`src/rtl/pms_pkg.sv`:
```
// Package for the pixel MISR signature block: register indexes, format codes,
// reset values and the MISR polynomial. No dependencies.
package pms_pkg;

	localparam int MAX_LINE_WIDTH_DEF = 8192;

	localparam logic [31:0] MISR_POLY = 32'h0FC2_2F87;

	typedef enum logic [1:0] {
		REG_PIXEL_FORMAT = 2'd0,
		REG_LINE_WIDTH   = 2'd1,
		REG_PAD_ENABLE   = 2'd2,
		REG_PAD_PERIOD   = 2'd3
	} reg_idx_t;

	localparam logic [1:0] FMT_RGB8   = 2'd0;
	localparam logic [1:0] FMT_RGBA10 = 2'd1;
	localparam logic [1:0] FMT_BGRA10 = 2'd2;
	// The spare format code unpacks like the 8-bit format.
	localparam logic [1:0] FMT_UNUSED = 2'd3;

	localparam logic [1:0]  PIXEL_FORMAT_RST = FMT_RGB8;
	localparam logic [13:0] LINE_WIDTH_RST   = 14'd128;
	localparam logic        PAD_ENABLE_RST   = 1'b0;
	localparam logic [15:0] PAD_PERIOD_RST   = 16'd1;

endpackage

```
`src/rtl/pixel_misr_signature.sv`:
```
// Top level of the pixel MISR signature block: APB register file, pixel
// unpacking, and one shared MISR step unit under a small sequencer.
// Depends on pms_pkg.
//
// Channel   Direction  Handshake                    Payload
// pixel     in         pixel_valid / pixel_stall    pixel_word[31:0], frame_last
// result    out        result_valid / result_stall  signature[31:0], line_padded
// config    in         APB psel/penable/pwrite      paddr[3:0], pwdata/prdata[31:0]
//
// For an ordinary pixel the MISR step unit folds in its surface word and the
// result goes to the output register at the same edge.
// A pixel that ends the pad_period-th line with padding enabled is followed by
// a padding line whose length is the clamped line width: the same step unit runs
// once per cycle with a zero surface word for the padding line.
// pixel_stall is high during a padding line and while a result waits in the
// output register under result_stall. Reset clears the signature, both
// position counters and the registers to their reset values.
module pixel_misr_signature #(
	parameter int MAX_LINE_WIDTH = pms_pkg::MAX_LINE_WIDTH_DEF
) (
	input  logic        clk,
	input  logic        arst_n,
	// configuration port
	input  logic        psel,
	input  logic        penable,
	input  logic        pwrite,
	input  logic [3:0]  paddr,
	input  logic [31:0] pwdata,
	output logic [31:0] prdata,
	output logic        pready,
	// pixel items
	input  logic        pixel_valid,
	output logic        pixel_stall,
	input  logic [31:0] pixel_word,
	input  logic        frame_last,
	// result items
	output logic        result_valid,
	input  logic        result_stall,
	output logic [31:0] signature,
	output logic        line_padded
);

	// PW indexes a pixel within a line, WW holds the clamped width itself.
	localparam int PW = (MAX_LINE_WIDTH > 1) ? $clog2(MAX_LINE_WIDTH) : 1;
	localparam int WW = $clog2(MAX_LINE_WIDTH + 1);
	localparam int CW = (WW > 14) ? WW : 14;

	typedef enum logic {
		ST_RUN,
		ST_PAD
	} state_t;

	// Configuration registers.
	logic [1:0]  pixel_format_q;
	logic [13:0] line_width_q;
	logic        pad_enable_q;
	logic [15:0] pad_period_q;

	// Block state.
	state_t        state_q;
	logic [31:0]   misr_q;
	logic [PW-1:0] pixel_in_line_q;
	logic [15:0]   lines_in_period_q;
	logic [WW-1:0] pad_cnt_q;
	logic          result_valid_q;
	logic [31:0]   signature_q;
	logic          line_padded_q;

	logic          cfg_write;
	logic          pixel_accept;
	logic [CW-1:0] width_wide;
	logic [WW-1:0] width_eff;
	logic [15:0]   period_eff;
	logic [29:0]   surface;
	logic [29:0]   surface_sel;
	logic [31:0]   misr_step;
	logic [WW-1:0] pixel_inc;
	logic          line_end;
	logic [16:0]   lines_inc;
	logic          pad_now;

	function automatic logic [9:0] widen8(input logic [7:0] b);
		return {b, b[7:6]};
	endfunction

	assign pready = 1'b1;
	assign cfg_write = psel & penable & pwrite & pready;

	always_ff @(posedge clk or negedge arst_n) begin
		if (!arst_n) begin
			pixel_format_q <= pms_pkg::PIXEL_FORMAT_RST;
			line_width_q   <= pms_pkg::LINE_WIDTH_RST;
			pad_enable_q   <= pms_pkg::PAD_ENABLE_RST;
			pad_period_q   <= pms_pkg::PAD_PERIOD_RST;
		end else if (cfg_write) begin
			case (pms_pkg::reg_idx_t'(paddr[3:2]))
				pms_pkg::REG_PIXEL_FORMAT: pixel_format_q <= pwdata[1:0];
				pms_pkg::REG_LINE_WIDTH:   line_width_q   <= pwdata[13:0];
				pms_pkg::REG_PAD_ENABLE:   pad_enable_q   <= pwdata[0];
				pms_pkg::REG_PAD_PERIOD:   pad_period_q   <= pwdata[15:0];
				default: ;
			endcase
		end
	end

	always_comb begin
		case (pms_pkg::reg_idx_t'(paddr[3:2]))
			pms_pkg::REG_PIXEL_FORMAT: prdata = {30'd0, pixel_format_q};
			pms_pkg::REG_LINE_WIDTH:   prdata = {18'd0, line_width_q};
			pms_pkg::REG_PAD_ENABLE:   prdata = {31'd0, pad_enable_q};
			pms_pkg::REG_PAD_PERIOD:   prdata = {16'd0, pad_period_q};
			default:                   prdata = 32'd0;
		endcase
	end

	// A width of zero counts as one; anything above the maximum is clamped.
	always_comb begin
		if (line_width_q == 14'd0) begin
			width_wide = CW'(1);
		end else if (CW'(line_width_q) > CW'(MAX_LINE_WIDTH)) begin
			width_wide = CW'(MAX_LINE_WIDTH);
		end else begin
			width_wide = CW'(line_width_q);
		end
		width_eff = WW'(width_wide);
	end

	assign period_eff = (pad_period_q == 16'd0) ? 16'd1 : pad_period_q;

	// Unpack the three components into the 30-bit surface word.
	always_comb begin
		case (pixel_format_q)
			pms_pkg::FMT_RGBA10:
				surface = {pixel_word[19:10], pixel_word[9:0], pixel_word[29:20]};
			pms_pkg::FMT_BGRA10:
				surface = {pixel_word[19:10], pixel_word[29:20], pixel_word[9:0]};
			default:
				surface = {widen8(pixel_word[15:8]), widen8(pixel_word[7:0]),
					widen8(pixel_word[23:16])};
		endcase
	end

	// The shared MISR step: a pixel in the run state, a zero word while padding.
	assign surface_sel = (state_q == ST_PAD) ? 30'd0 : surface;
	assign misr_step = {misr_q[30:0], 1'b0} ^ (misr_q[31] ? pms_pkg::MISR_POLY : 32'd0)
		^ {2'b00, surface_sel};

	assign pixel_stall = (state_q == ST_PAD) | (result_valid_q & result_stall);
	assign pixel_accept = pixel_valid & ~pixel_stall;

	// Line and period bookkeeping for the pixel on the input.
	assign pixel_inc = WW'(pixel_in_line_q) + WW'(1);
	assign line_end  = pixel_inc >= width_eff;
	assign lines_inc = {1'b0, lines_in_period_q} + 17'd1;
	assign pad_now   = line_end & pad_enable_q & (lines_inc >= {1'b0, period_eff});

	always_ff @(posedge clk or negedge arst_n) begin
		if (!arst_n) begin
			state_q           <= ST_RUN;
			misr_q            <= 32'd0;
			pixel_in_line_q   <= '0;
			lines_in_period_q <= 16'd0;
			pad_cnt_q         <= '0;
			result_valid_q    <= 1'b0;
			signature_q       <= 32'd0;
			line_padded_q     <= 1'b0;
		end else begin
			if (result_valid_q && !result_stall) begin
				result_valid_q <= 1'b0;
			end
			case (state_q)
				ST_RUN: begin
					if (pixel_accept) begin
						misr_q <= misr_step;
						if (frame_last) begin
							pixel_in_line_q   <= '0;
							lines_in_period_q <= 16'd0;
						end else begin
							pixel_in_line_q <= line_end ? '0 : PW'(pixel_inc);
							if (line_end && pad_enable_q) begin
								lines_in_period_q <= pad_now ? 16'd0 : lines_inc[15:0];
							end
						end
						if (pad_now) begin
							state_q   <= ST_PAD;
							pad_cnt_q <= width_eff;
						end else begin
							result_valid_q <= 1'b1;
							signature_q    <= misr_step;
							line_padded_q  <= 1'b0;
						end
					end
				end
				ST_PAD: begin
					misr_q    <= misr_step;
					pad_cnt_q <= pad_cnt_q - WW'(1);
					if (pad_cnt_q == WW'(1)) begin
						state_q        <= ST_RUN;
						result_valid_q <= 1'b1;
						signature_q    <= misr_step;
						line_padded_q  <= 1'b1;
					end
				end
				default: begin
					state_q <= ST_RUN;
				end
			endcase
		end
	end

	assign result_valid = result_valid_q;
	assign signature    = signature_q;
	assign line_padded  = line_padded_q;

endmodule
```
`config.mk`:
```
export PLATFORM = sky130hd
export DESIGN_NAME = pixel_misr_signature
export DESIGN_NICKNAME = d
export VERILOG_FILES = /design/src/rtl/pms_pkg.sv /design/src/rtl/pixel_misr_signature.sv
export SDC_FILE = /design/constraint.sdc
export NUM_CORES = 1
export LEC_CHECK = 0
export BUFFER_PORTS_ARGS = -buffer_cell sky130_fd_sc_hd__buf_2
export CORE_ASPECT_RATIO = 1.4
export CORE_MARGIN = 2
export CORE_UTILIZATION = 52
export CTS_CLUSTER_SIZE = 24
export DETAILED_ROUTE_END_ITERATION = 10
export GPL_ROUTABILITY_DRIVEN = 1
export PLACE_DENSITY = 0.77
export SYNTH_ARGS = -nofsm -noshare
export SYNTH_HDL_FRONTEND = slang
export SYNTH_SLANG_ARGS = --single-unit
export TNS_END_PERCENT = 30
```
`constraint.sdc`:
```
create_clock -name clk -period 3.5 [get_ports clk]
set_clock_uncertainty 0.05 [all_clocks]
set_input_delay 0.35 -clock clk [delete_from_list [all_inputs] [get_ports clk]]
set_output_delay 0.35 -clock clk [all_outputs]
set_load 0.05 [all_outputs]
```
After elaboration in Yosys (flattened, before gate mapping)
Index checks and enable logic that the tools add are counted.
Storage, ports and cells
  output and inout bits: 68
  word-level logic and storage cells: 88
  bits of input ports: 76
  bits in registers: 143
Operators by class
  order comparisons: 3
  muxes and demuxes: 34
  add/sub/neg operators: 3
  eq/ne operators: 10
  bitwise operators: 11
  reductions and logical operators: 15
Operators by type and width (count)
  32-bit two-way mux: 4
  32-bit case mux with 2 select lines: 2
  32-bit case mux with 4 select lines: 1
  16-bit two-way mux: 4
  30-bit case mux with 2 select lines: 1
  14-bit two-way mux: 4
  32-bit by 28-bit bitwise XOR with 32-bit output: 1
  32-bit by 30-bit bitwise XOR with 32-bit output: 1
  30-bit two-way mux: 1
  28-bit two-way mux: 1
  14-bit case mux with 2 select lines: 1
  13-bit two-way mux: 2
  16-bit by 1-bit adder with 17-bit output (second input constant): 1
  17-bit by 16-bit greater-or-equal comparator with 1-bit output: 1
  16-bit zero test: 1
  13-bit by 1-bit adder with 14-bit output (second input constant): 1
  14-bit by 1-bit == test with 1-bit output (second input constant): 1
  14-bit greater-or-equal comparator: 1
  14-bit greater-than comparator (second input constant): 1
  14-bit zero test: 1
  14-bit by 1-bit subtractor with 14-bit output (second input constant): 1
  2-bit AND reduction: 6
  1-bit two-way mux: 10
  1-bit bitwise AND: 6
  12 further kinds: 22

Logic depth before layout (Yosys ltp)
  word-level depth: 9
  mapped depth: 16
  depth with buffers taken out: 14

Least setup slack after synthesis
OpenSTA, ideal clock, no wires.
  kind: reg-to-reg
  start point: reg lines_in_period_q[0]
  end point: reg signature_q[10], in the netlist signature[10]
  setup time: 0.125 ns
  path buffers: 1
  setup slack: -0.220 ns
  data required time: 3.325 ns
  stages on the path, launching flop included: 16
  period minus slack after synthesis: 3.720 ns
  data arrival time: 3.545 ns
  cell sequence: dfrtp_1 > ha_1 > nand4_1 > nor2_1 > nand2_1 > or3_1 > xnor2_1 > ha_1 > nand4_1 > o41ai_1 > nand2_1 > o311ai_4 > a31oi_4 > nor2_8 > buf_12 > mux2_4
Between the ends
  longest elaborated chain between the ends: 5
RTL lines
  from (decl): line pixel_misr_signature.sv:63  | logic [15:0] lines_in_period_q;
  from (signal assigned): line pixel_misr_signature.sv:181  | lines_in_period_q <= pad_now ? 16'd0 : lines_inc[15:0];
  16-bit by 1-bit adder with 17-bit output: line pixel_misr_signature.sv:154  | assign lines_inc = {1'b0, lines_in_period_q} + 17'd1;
  17-bit by 16-bit greater-or-equal comparator with 1-bit output: line pixel_misr_signature.sv:155  | assign pad_now = line_end & pad_enable_q & (lines_inc >= {1'b0, period_eff});
  1-bit bitwise AND: line pixel_misr_signature.sv:155
  2-bit != test (no source line)
  3-bit AND reduction (no source line)
  to (signal assigned): line pixel_misr_signature.sv:189  | signature_q <= misr_step;
  to (signal assigned): line pixel_misr_signature.sv:200  | signature_q <= misr_step;
  to (decl): line pixel_misr_signature.sv:66  | logic [31:0] signature_q;
No other way between the ends.
A chain may end at the register's enable or synchronous reset.

Worst setup path in the final report
  start point: reg lines_in_period_q[0]
  end point: reg signature_q[11], in the netlist signature[11]
The elaborated chain is that of the path after synthesis.

==> results.md <==
- In this run, distinct cell masters in the synthesized netlist total 69.
- After global routing the overflow that remains totals 0.
- The sum of internal, switching and leakage power is 5890 uW.
- The slowest stage of the critical path is the sky130_fd_sc_hd__o311ai_4 cell.
- For this run, the total global-route usage over all layers was measured as 24.8%.
- The total area of multi-input combinational cells is 4850 sq um.
- The clock passes through at most 2 buffers.
- The share of the clock period used by the worst path is 105%.
- The final count of pins violating max slew was 0.
- The repair_antennas step left the layout with diodes totalling 0.
- The post-synthesis register bit count is 143.
- The checks that failed: setup timing.
- The top-level port count is 144.
- Averaged over all synthesized cells, the footprint is 10.2 sq um.
- Registers take 3580 sq um.
- The detailed-route vias per instance is 5.79.
- The die outline area is 17800 sq um.
- The count of flip-flops with a built-in enable after synthesis is 0.
- The yosys synthesis warning count is 0.
- Ranked by total cell area, the synthesized netlist is headed by sky130_fd_sc_hd__dfrtp_1, sky130_fd_sc_hd__mux2_2, sky130_fd_sc_hd__ha_1, sky130_fd_sc_hd__mux2_4, sky130_fd_sc_hd__xnor2_1.
- The hold violation count in the final report is 0.
- The class of the tightest hold or removal check is in2reg.
- In the final timing run, aggregate negative setup slack is -4930 ps.
- In this run the clock root is driven by a sky130_fd_sc_hd__clkbuf_16.
- The count of buffers inserted at the top-level ports is 106.
- In the final routed layout, each cell accounts on average for 18.5 um.
- The most common cell after layout, fill and taps aside is sky130_fd_sc_hd__dfrtp_1.
- Among cell families on the critical path, the largest total delay comes from simple AND/OR/NAND/NOR gates.
- In this run the vertical extent of the chip is 157 um.
- For the worst-skew pair, the clock arrives at the later sink with an insertion delay of 430 ps.
- The total wire length is 22.1 mm.
- Across all layers, the routed design uses 6932 vias.
- The clock-pin transition on the worst setup and hold timing paths is 60 ps.
- Setup repair after global routing could not meet its margin everywhere.
- The sequential fraction of the synthesis area is 41.1%.
- The measured slew at the worst slew-check pin is 887 ps.
- Counting flops with an async set or reset pin after synthesis yields a share of 100%.
- The critical path contains buffers and inverters numbering 2 combined.
- The fill cell total of the finished layout is 1333.
- Prior to clock tree synthesis, the placed netlist has a worst setup slack of -113 ps.
- The largest total area in the synthesized netlist belongs to sky130_fd_sc_hd__dfrtp_1.
- The standby leakage power is 0.00497 uW.
- The setup slack after layout is -165 ps.
- TritonCTS created 17 clock buffers.
- The initial core utilization is 52.4%.
- Data on the critical path is required at its endpoint by 3760 ps.
- The sink count of the clock tree is 143.
- The first-pass GRT wire length is 34.7 mm.
- Compared with the post-synthesis result, the final layout area differs by 19.2%.
- The first detailed-routing pass took 6 iterations.
- Traced cell by cell, the critical path runs through ha_4, nand4_1, nor2_2, nand2_2, or3_4, xnor2_2, ha_1, nand4_1, buf_4, o311ai_4, a31oi_4, nor2_8, clkbuf_16, mux2_4.
- The final critical path time including I/O delays and setup is 3670 ps.
- The total area inside the core boundary comes to 16600 sq um.
- The number of instances in the synthesized netlist is 853.
- Summed over its instances, the top area cell type makes up 40.5% of the synthesized netlist area.
- The flow ran to the end, but the final reports show violations.
- For this run, the share of the core covered by cells in the final layout is 62.5%.
- The die width is 113 um.
- The top fanout value on the critical path is 12.
- STA classifies the critical path endpoint as a flop.
- In this run the remaining antenna-violating nets after routing total 0.
- In the final layout, the share of cells above drive strength 1 is 30.3%.
- The setup violation total in the final timing report is 46.
- The normalized max-slew margin is 40.9%.
- At the end of the flow, the number of nets in the layout was 1093.
- The worst setup path is launched from a flop.
- The critical path's largest stage delay is 420 ps.
- Max-cap violations in this run came to 0.
- The most numerous cell type found on the critical path is sky130_fd_sc_hd__nand4_1.
- The dominant synthesized flop cell is sky130_fd_sc_hd__dfrtp_1.
- Routability-driven placement finished with a final weighted congestion of 0.901.
- Summed over all nets, the half-perimeter wirelength after detailed placement is 16.0 mm.
- The row count is 56.
- The largest net degree at the start of global routing is 75.
- For this run, design rule violations remaining after detail routing come to 0.
- The number of global-route vias before repair is 6901.
- The number of antenna violations at the first check in global routing is 0.
- For this design the ratio of total power to cell area is 568 nW/um^2.
- The synthesized cell area is 8710 sq um.
- The deepest level of the CTS H-tree is 4.
- VDD sags by at most 0.000376 V.
- TritonCTS built the clock tree.
- By startpoint and endpoint, the worst setup path is classified as reg2reg.
- The critical path arrival is 3920 ps.
- The count of routing violations after the opening detailed-route iteration is 597.
- The top cell types in the final layout, fill and taps aside, are sky130_fd_sc_hd__dfrtp_1, sky130_fd_sc_hd__buf_2, sky130_fd_sc_hd__nand2_1, sky130_fd_sc_hd__o21ai_0, sky130_fd_sc_hd__mux2_2.
- For this run, the top clock speed supported by timing is 273 MHz.
==> worst reg2reg max path: cells and delay by family (launching register included) <==
family                   cells  cell delay, ps
adder cells (fa/ha/maj)      2             500
XOR/XNOR                     1             150
multiplexers                 1             310
AND/OR/NAND/NOR              6            1100
buffers and inverters        2             420
AO/OA/AOI/OAI                2             620
flip-flops                   1             410
==> stage by stage <==
step                hold WS, ps  instance area [sq um]  instances
finish                     75.3                  10400       1197
CTS                        67.5                  10200       1191
global placement            358                   9580       1158
floorplan                  4.41                   8790        868
global route               92.3                  10400       1197
detailed placement          368                   9580       1158
==> kinds of logic (layout without fill, tap and decap cells) <==
group / Yosys count / count (layout) / synth area share, %
buf+inv: 90 / 216 / 5.24
other cells: 2 / 17 / 0.0862
compound gates: 162 / 162 / 13.2
fa+ha+maj: 36 / 36 / 5.17
flops: 143 / 143 / 41.1
simple gates: 246 / 246 / 13.8
xor+xnor: 79 / 79 / 7.95
mux: 95 / 95 / 13.5
==> final cells by class <==
cell class | count | area share [%]
Sequential cell | 143 | 34.5
Tap cell | 203 | 2.45
Inverter | 30 | 1.09
Clock buffer | 18 | 4.23
Timing Repair Buffer | 154 | 9.44
Multi-Input combinational cell | 635 | 46.8
Clock inverter | 14 | 1.51
==> power by group <==
group          leakage [uW]  internal [uW]  switching [uW]
clock              0.000280           1080             741
combinational       0.00294            815            1010
sequential          0.00175           1960             293
==> synth_stat cells, drive strengths merged, types with 11 or more instances <==
library cell and instances:
a21oi 17, a221o 12, a22o 12, buf 26, clkbuf 34, dfrtp 141
ha 36, inv 30, mux2 80, mux2i 14, nand2 94, nand3 30
nor2 50, nor2b 14, nor4 11, o211ai 15, o21ai 65, xnor2 45
xor2 34
==> state kept, by name, summed over array words and instances (netlist names) <==
name / flops
pad_cnt_q: 14
signature: 32
result_valid: 1
pad_period_q: 16
line_width_q: 14
misr_q: 32
lines_in_period_q: 16
pixel_format_q: 2
state_q: 1
line_padded: 1
pixel_in_line_q: 13
pad_enable_q: 1
==> routing by layer <==
layer / vias up / global-route usage, % / part of all wire (%)
li1: 3237 / - / -
met1: 3345 / 28.3 / 38
met2: 276 / 44.8 / 53
met3: 74 / 4.89 / 4.7
met4: 0 / 11.1 / 4.0
met5: - / 0 / 0
==> path summary, 6_finish.rpt <==
check                                   end            startpoint  slack (ps)  cells past startpoint
setup / recovery              signature[11]  lines_in_period_q[0]        -170                     14
hold / removal             pad_period_q[15]            pwdata[15]          80                      3
setup reg to reg              signature[11]  lines_in_period_q[0]        -170                     14
hold reg to reg                result_valid          result_valid         440                      2
max in group asynchronous   line_width_q[7]                arst_n        2080                      3
min in group asynchronous        misr_q[15]                arst_n         450                      2
==> what timing repair did <==
action,4_1_cts,5_1_grt
setup buffers,0,4
endpoints found under the setup margin,38,75
cloned,0,2
pin swaps,1,13
hold buffers,1,0
gates resized for setup,1,26
endpoints found under the hold margin,70,0
(Power assumes the default switching activity.)
